--- config.mk ---
export PLATFORM = sky130hd
export DESIGN_NAME = dte_queue
export DESIGN_NICKNAME = d
export VERILOG_FILES = /design/src/rtl/core/dte_pkg.sv /design/src/rtl/core/dte_queue.sv
export SDC_FILE = /design/constraint.sdc
export NUM_CORES = 1
export LEC_CHECK = 0
export ABC_AREA = 1
export ABC_CLOCK_PERIOD_IN_PS = 1900
export BUFFER_PORTS_ARGS = -buffer_cell sky130_fd_sc_hd__buf_2
export CAP_MARGIN = 20
export CELL_PAD_IN_SITES_DETAIL_PLACEMENT = 0
export CELL_PAD_IN_SITES_GLOBAL_PLACEMENT = 1
export CORE_MARGIN = 2
export CORE_UTILIZATION = 42
export DETAILED_ROUTE_END_ITERATION = 16
export GPL_ROUTABILITY_DRIVEN = 0
export GPL_TIMING_DRIVEN = 0
export PLACE_DENSITY_LB_ADDON = 0.1
export SYNTH_ARGS = -nofsm -noshare
export SYNTH_HDL_FRONTEND = slang
export SYNTH_SLANG_ARGS = --single-unit
export TNS_END_PERCENT = 1
--- constraint.sdc ---
create_clock -name i_clk -period 1.9 [get_ports i_clk]
set_clock_uncertainty 0.1 [all_clocks]
set_input_delay 0 -clock i_clk [delete_from_list [all_inputs] [get_ports i_clk]]
set_output_delay 0 -clock i_clk [all_outputs]
set_load 0.005 [all_outputs]
--- src/rtl/core/dte_pkg.sv ---
// Types, codes and helpers shared by the decision tree evaluator.
// No dependencies; every other file in rtl/core except dte_ram imports this package.
package dte_pkg;

    // Command codes of an input item; any other code is dropped
    localparam logic [1:0] CMD_WRITE_NODE    = 2'd0;
    localparam logic [1:0] CMD_WRITE_FEATURE = 2'd1;
    localparam logic [1:0] CMD_EVALUATE      = 2'd2;

    // Depth of the queue between front and back
    localparam int unsigned QUEUE_DEPTH = 2;

    typedef enum logic [1:0] {
        OP_LESS      = 2'd0,
        OP_GREATER   = 2'd1,
        OP_EQUAL     = 2'd2,
        OP_NOT_EQUAL = 2'd3
    } t_operator;

    typedef enum logic [1:0] {
        STATUS_OK     = 2'd0,
        STATUS_EMPTY  = 2'd1,
        STATUS_BAD_OP = 2'd2,
        STATUS_DEPTH  = 2'd3
    } t_status;

    typedef enum logic [1:0] {
        JOB_NODE    = 2'd0,
        JOB_FEATURE = 2'd1,
        JOB_EVAL    = 2'd2
    } t_job_kind;

    typedef enum logic [1:0] {
        BK_IDLE = 2'd0,
        BK_NODE = 2'd1,
        BK_FEAT = 2'd2
    } t_back_state;

    // One tree node as held in the node memory (indices already reduced)
    typedef struct packed {
        logic               is_leaf;
        logic [5:0]         feature;
        logic               is_discrete;
        t_operator          op;
        logic signed [31:0] value;
        logic [7:0]         left;
        logic [7:0]         right;
    } t_node;

    localparam int unsigned NODE_W = $bits(t_node);

    // One classified item travelling from front to back
    typedef struct packed {
        t_job_kind          kind;
        logic [7:0]         node_slot;
        t_node              node;
        logic [5:0]         feature_slot;
        logic signed [31:0] feat_value;
    } t_job;

    localparam int unsigned JOB_W = $bits(t_job);

    // One result item
    typedef struct packed {
        logic signed [31:0] prediction;
        logic               is_discrete;
        t_status            status;
    } t_result;

    // Reduce an 8-bit index modulo m by binary compare and subtract
    function automatic logic [7:0] reduce_index(logic [7:0] v, int unsigned m);
        logic [31:0] r;
        r = 32'(v);
        for (int k = 7; k >= 0; k--) begin
            if (r >= (32'(m) << k)) begin
                r = r - (32'(m) << k);
            end
        end
        return r[7:0];
    endfunction

endpackage

--- src/rtl/core/dte_queue.sv ---
// Short register queue between front and back end.
// Depends on dte_pkg.
module dte_queue #(
    parameter int unsigned WIDTH = 8,
    parameter int unsigned DEPTH = 2
) (
    input  logic             i_clk,
    input  logic             i_rst_n,
    input  logic             i_push,
    input  logic [WIDTH-1:0] i_data,
    input  logic             i_pop,
    output logic [WIDTH-1:0] o_data,
    output logic             o_full,
    output logic             o_empty
);
    import dte_pkg::*;

    localparam int unsigned PTR_W = (DEPTH > 1) ? $clog2(DEPTH) : 1;
    localparam int unsigned CNT_W = $clog2(DEPTH + 1);

    logic [WIDTH-1:0] r_mem [DEPTH];
    logic [PTR_W-1:0] r_wr_ptr, n_wr_ptr;
    logic [PTR_W-1:0] r_rd_ptr, n_rd_ptr;
    logic [CNT_W-1:0] r_count, n_count;

    assign o_full  = (r_count == CNT_W'(DEPTH));
    assign o_empty = (r_count == '0);
    assign o_data  = r_mem[r_rd_ptr];

    // Advance pointers and count
    always_comb begin
        n_wr_ptr = r_wr_ptr;
        n_rd_ptr = r_rd_ptr;
        n_count  = r_count;
        if (i_push) begin
            n_wr_ptr = (r_wr_ptr == PTR_W'(DEPTH - 1)) ? '0 : r_wr_ptr + 1'b1;
        end
        if (i_pop) begin
            n_rd_ptr = (r_rd_ptr == PTR_W'(DEPTH - 1)) ? '0 : r_rd_ptr + 1'b1;
        end
        if (i_push && !i_pop) begin
            n_count = r_count + 1'b1;
        end else if (i_pop && !i_push) begin
            n_count = r_count - 1'b1;
        end
    end

    always_ff @(posedge i_clk) begin
        if (!i_rst_n) begin
            r_wr_ptr <= '0;
            r_rd_ptr <= '0;
            r_count  <= '0;
        end else begin
            r_wr_ptr <= n_wr_ptr;
            r_rd_ptr <= n_rd_ptr;
            r_count  <= n_count;
        end
    end

    // Store entries
    always_ff @(posedge i_clk) begin
        if (i_push) begin
            r_mem[r_wr_ptr] <= i_data;
        end
    end
endmodule

### After elaboration in Yosys (flattened, before gate mapping)

Memory sizes are Yosys's and may differ from the RTL's. A register that Yosys moved wholly into a read port is not among the register bits.
Index checks and enable logic that the tools add are counted.

* memories kept: 1
* logic and storage cells: 23
* bits in registers: 4
* output and inout bits: 10
* RAM bits: 16
* bits of input ports: 12

Memory list
* r_mem: words 2, width 8, read ports 1, clocked after memory_dff 1, wr ports 1, RTL line dte_queue.sv:21 `logic [WIDTH-1:0] r_mem [DEPTH];`

* reduce and logical (&&, ||, !) cells: 6
* equal/unequal tests: 1
* $add $sub $neg: 4
* mux-type cells: 8

Operators with widths (number)
* $mux W1: 6
* $mux W2: 2
* $add A1 B1 Y1 const B: 2
* $add A2 B1 Y2 const B: 1
* $eq A2 B2 Y1 const B: 1
* $logic_and A1 B1 Y1: 2
* $logic_not A1 Y1: 2
* $logic_not A2 Y1: 1
* $reduce_bool A2 Y1: 1
* $sub A2 B1 Y2 const B: 1

### Depth between registers and ports, before layout

* depth in word-level cells: 4
* gate-level depth with buffers: 8

### Worst setup path before layout

OpenSTA, ideal clock, no wires.

* path kind: reg-to-reg
* from: reg r_wr_ptr
* to: mem r_mem[0][0] (enable)
* cell stages (with the launch flop): 2
* data required time: 1.430 ns
* data arrival time: 0.687 ns
* period minus slack after synthesis: 1.158 ns
* slack: 0.742 ns
* path through: dfxtp_1 -> nor2_1

RTL lines
* from (decl): RTL line dte_queue.sv:22 `logic [PTR_W-1:0] r_wr_ptr, n_wr_ptr;`
* from (signal assigned): RTL line dte_queue.sv:54 `r_wr_ptr <= n_wr_ptr;`
* to (decl): RTL line dte_queue.sv:21

Straight into the memory's write port.

==> out/results.tsv <==
metric	value	unit
slew_headroom	0.568	
cts_setup_buffers	0	
ant_nets	0	
p_per_area	801	mW/mm²
pin_count	22	
cts_buffer_depth	2	
setup_viol	0	
ys_ff_latch	21	
grt_max_degree	12	
cp_top_family	multiplexers	
area_growth	33.9	%
synthesis.nets	71	
clock_insertion_delay_worst_skew	0.29	ns
port_buffers	21	
synthXorXnorAreaFrac	0.0109	
syn_avg_cell_area	13.9	µm²
combPwrFrac	0.145	
dpl.hpwl	807	µm
diodes	0	
max_stage_delay	0.36	ns
required	1.80	ns
grt_pass1_wl	1650	µm
grt_usage	0.111	
pwr-share-clk	0.233	
yosys_warnings	0	
overflow	0	
synth_compound_area_frac	0.0124	
nFillCells	170	
fin_nets	108	
path_cells	buf_2, mux2_2, buf_2	
synth_cell_types	16	
cp_common_cell	buf_2	
route.detailed.drc	0	
min_path_type	input port to register	
drt_iter0_markers	14	
synth_area	805	µm²
viasPerCell	4.39	
worst-path-buf-inv	2	
intPower	677	µW
die_width	47.8	µm
final_layout_size_suffix_gt1_frac	0.372	
dieArea	0.00228	mm²
hold_buffers	11	
p_sw	186	µW
yosys.area.top_type	edfxtp_1	
antenna_found_initial	0	
grt_pass1_vias	437	
cts_num_sinks	21	
rows	15	
vias	523	
cts_tree	built	
outcome	completed	
tns	0	ns
maxCapViolations	0	
die_y	47.8	µm
worstSetupEndpointType	primary output	
post_cts_resized	0	
period_minus_slack	1.40	ns
initial_core_util	0.456	
cts_buffers	3	
tightestPinTransition	0.646	ns
synthAdderAreaFrac	0.0156	
seqPwrFrac	0.621	
crit_path_top_delay_cell	mux2_2	
path_clk_slew	0.11	ns
synth-simple-area-share	0.0793	
worst_setup_path_start_kind	register	
crit_type	register to primary output	
swShare	0.215	
rsz0062_at_grt	no	
ys_top_cells_by_area	edfxtp_1, dfxtp_1, mux2_2, inv_1, nor2_1	
fmax	712	MHz
htreeDepth	1	
post-synth-top-area-fraction	0.597	
synth_mux_area_frac	0.112	
syn_inst	58	
register_area	581	µm²
first_pass_iters	4	
core_area	0.00176	mm²
path_max_fanout	8	
utilization	0.611	
hold_viol_final	0	
routedWlPerCell	9.30	µm
fin_crit_sh	0.739	
clock-root-buffer	clkbuf_4	
cellLeakagePower	0.000458	µW
ir_drop	418	µV
synth_top_family_by_area	multiplexers	
worst_ep_arrival_time	1.30	ns
wirelength	1110	µm
drv_slew	0	
multi_input_area	185	µm²
yosysSeqAreaShare	0.722	
==> layer usage <==
metal	track usage	wire length, µm
met5	0	0
met2	0.205	603
met3	0.0340	56
met1	0.105	436
met4	0.0649	11
==> cells in the final DEF, fill, tap and decap left out <==
cell	synthesis	layout
buf_2	1	22
nand2_2	1	1
dfxtp_1	5	5
nor2_1	7	7
a21oi_1	1	1
xnor2_1	1	1
dlygate4sd3_1	0	11
inv_1	8	8
nor3_1	1	1
nand4_1	1	1
clkbuf_1	0	1
clkbuf_4	0	3
edfxtp_1	16	16
mux2_2	8	8
inv_2	1	1
nand2_1	4	4
ha_1	1	1
o21ai_0	1	1
nand3_1	1	1
==> Yosys cell counts <==
| master | number |
|---|---|
| edfxtp_1 | 16 |
| inv_1 | 8 |
| mux2_2 | 8 |
| nor2_1 | 7 |
| dfxtp_1 | 5 |
| nand2_1 | 4 |
| a21oi_1 | 1 |
| buf_2 | 1 |
| ha_1 | 1 |
| inv_2 | 1 |
| nand2_2 | 1 |
| nand3_1 | 1 |
| nand4_1 | 1 |
| nor3_1 | 1 |
| o21ai_0 | 1 |
| xnor2_1 | 1 |
==> final cells by class <==
| class | count | share of cell area |
|---|---|---|
| flip-flops and latches | 21 | 0.539 |
| repair buffers | 32 | 0.200 |
| multi-input cells | 27 | 0.172 |
| inverters | 9 | 0.0314 |
| well taps | 25 | 0.0290 |
| clock buffers | 4 | 0.0244 |
| plain buffers | 1 | 0.00465 |
==> per-stage QoR <==
stage	power [µW]	cell area (µm²)	setup slack [ns]	cells	hold slack, ns
after floorplan	611	805	0.742	58	-0.00113
after global placement	655	941	0.572	104	0.0884
after detailed placement	658	941	0.581	104	0.0924
after CTS	876	1080	0.469	119	0.317
after global routing	906	1080	0.402	119	0.323
final	863	1080	0.495	119	0.322
==> power by group through the flow <==
| stage | Clock [µW] | Combinational [µW] | Sequential, µW |
|---|---|---|---|
| global route | 225 | 141 | 540 |
| CTS | 211 | 128 | 537 |
| finish | 201 | 125 | 536 |
| floorplan | 0 | 66.3 | 544 |
| global placement | 0 | 109 | 546 |
| detailed placement | 0 | 110 | 547 |
==> final timing paths <==
| kind | start | to | slack [ns] | depth (start not counted) |
|---|---|---|---|---|
| worst max register to register | r_wr_ptr | r_mem[0][3] | 0.59 | 1 |
| worst min register to register | r_rd_ptr | register | 0.42 | 2 |
| worst max-delay path | register | o_data[0] | 0.50 | 3 |
| worst min-delay path | i_data[5] | r_mem[1][5] | 0.32 | 2 |
==> state kept, by name, summed over array words and instances (netlist names), named ones only <==
signal,count
r_wr_ptr,1
r_count,2
r_rd_ptr,1
r_mem,16
==> logic make-up (layout without fill, tap and decap cells) <==
kind of cell,Yosys count,count (layout)
flops,21,21
simple gates,15,15
buf+inv,10,46
mux,8,8
compound gates,2,2
fa+ha+maj,1,1
xor+xnor,1,1
No activity file was read; power rests on OpenSTA's default activity.
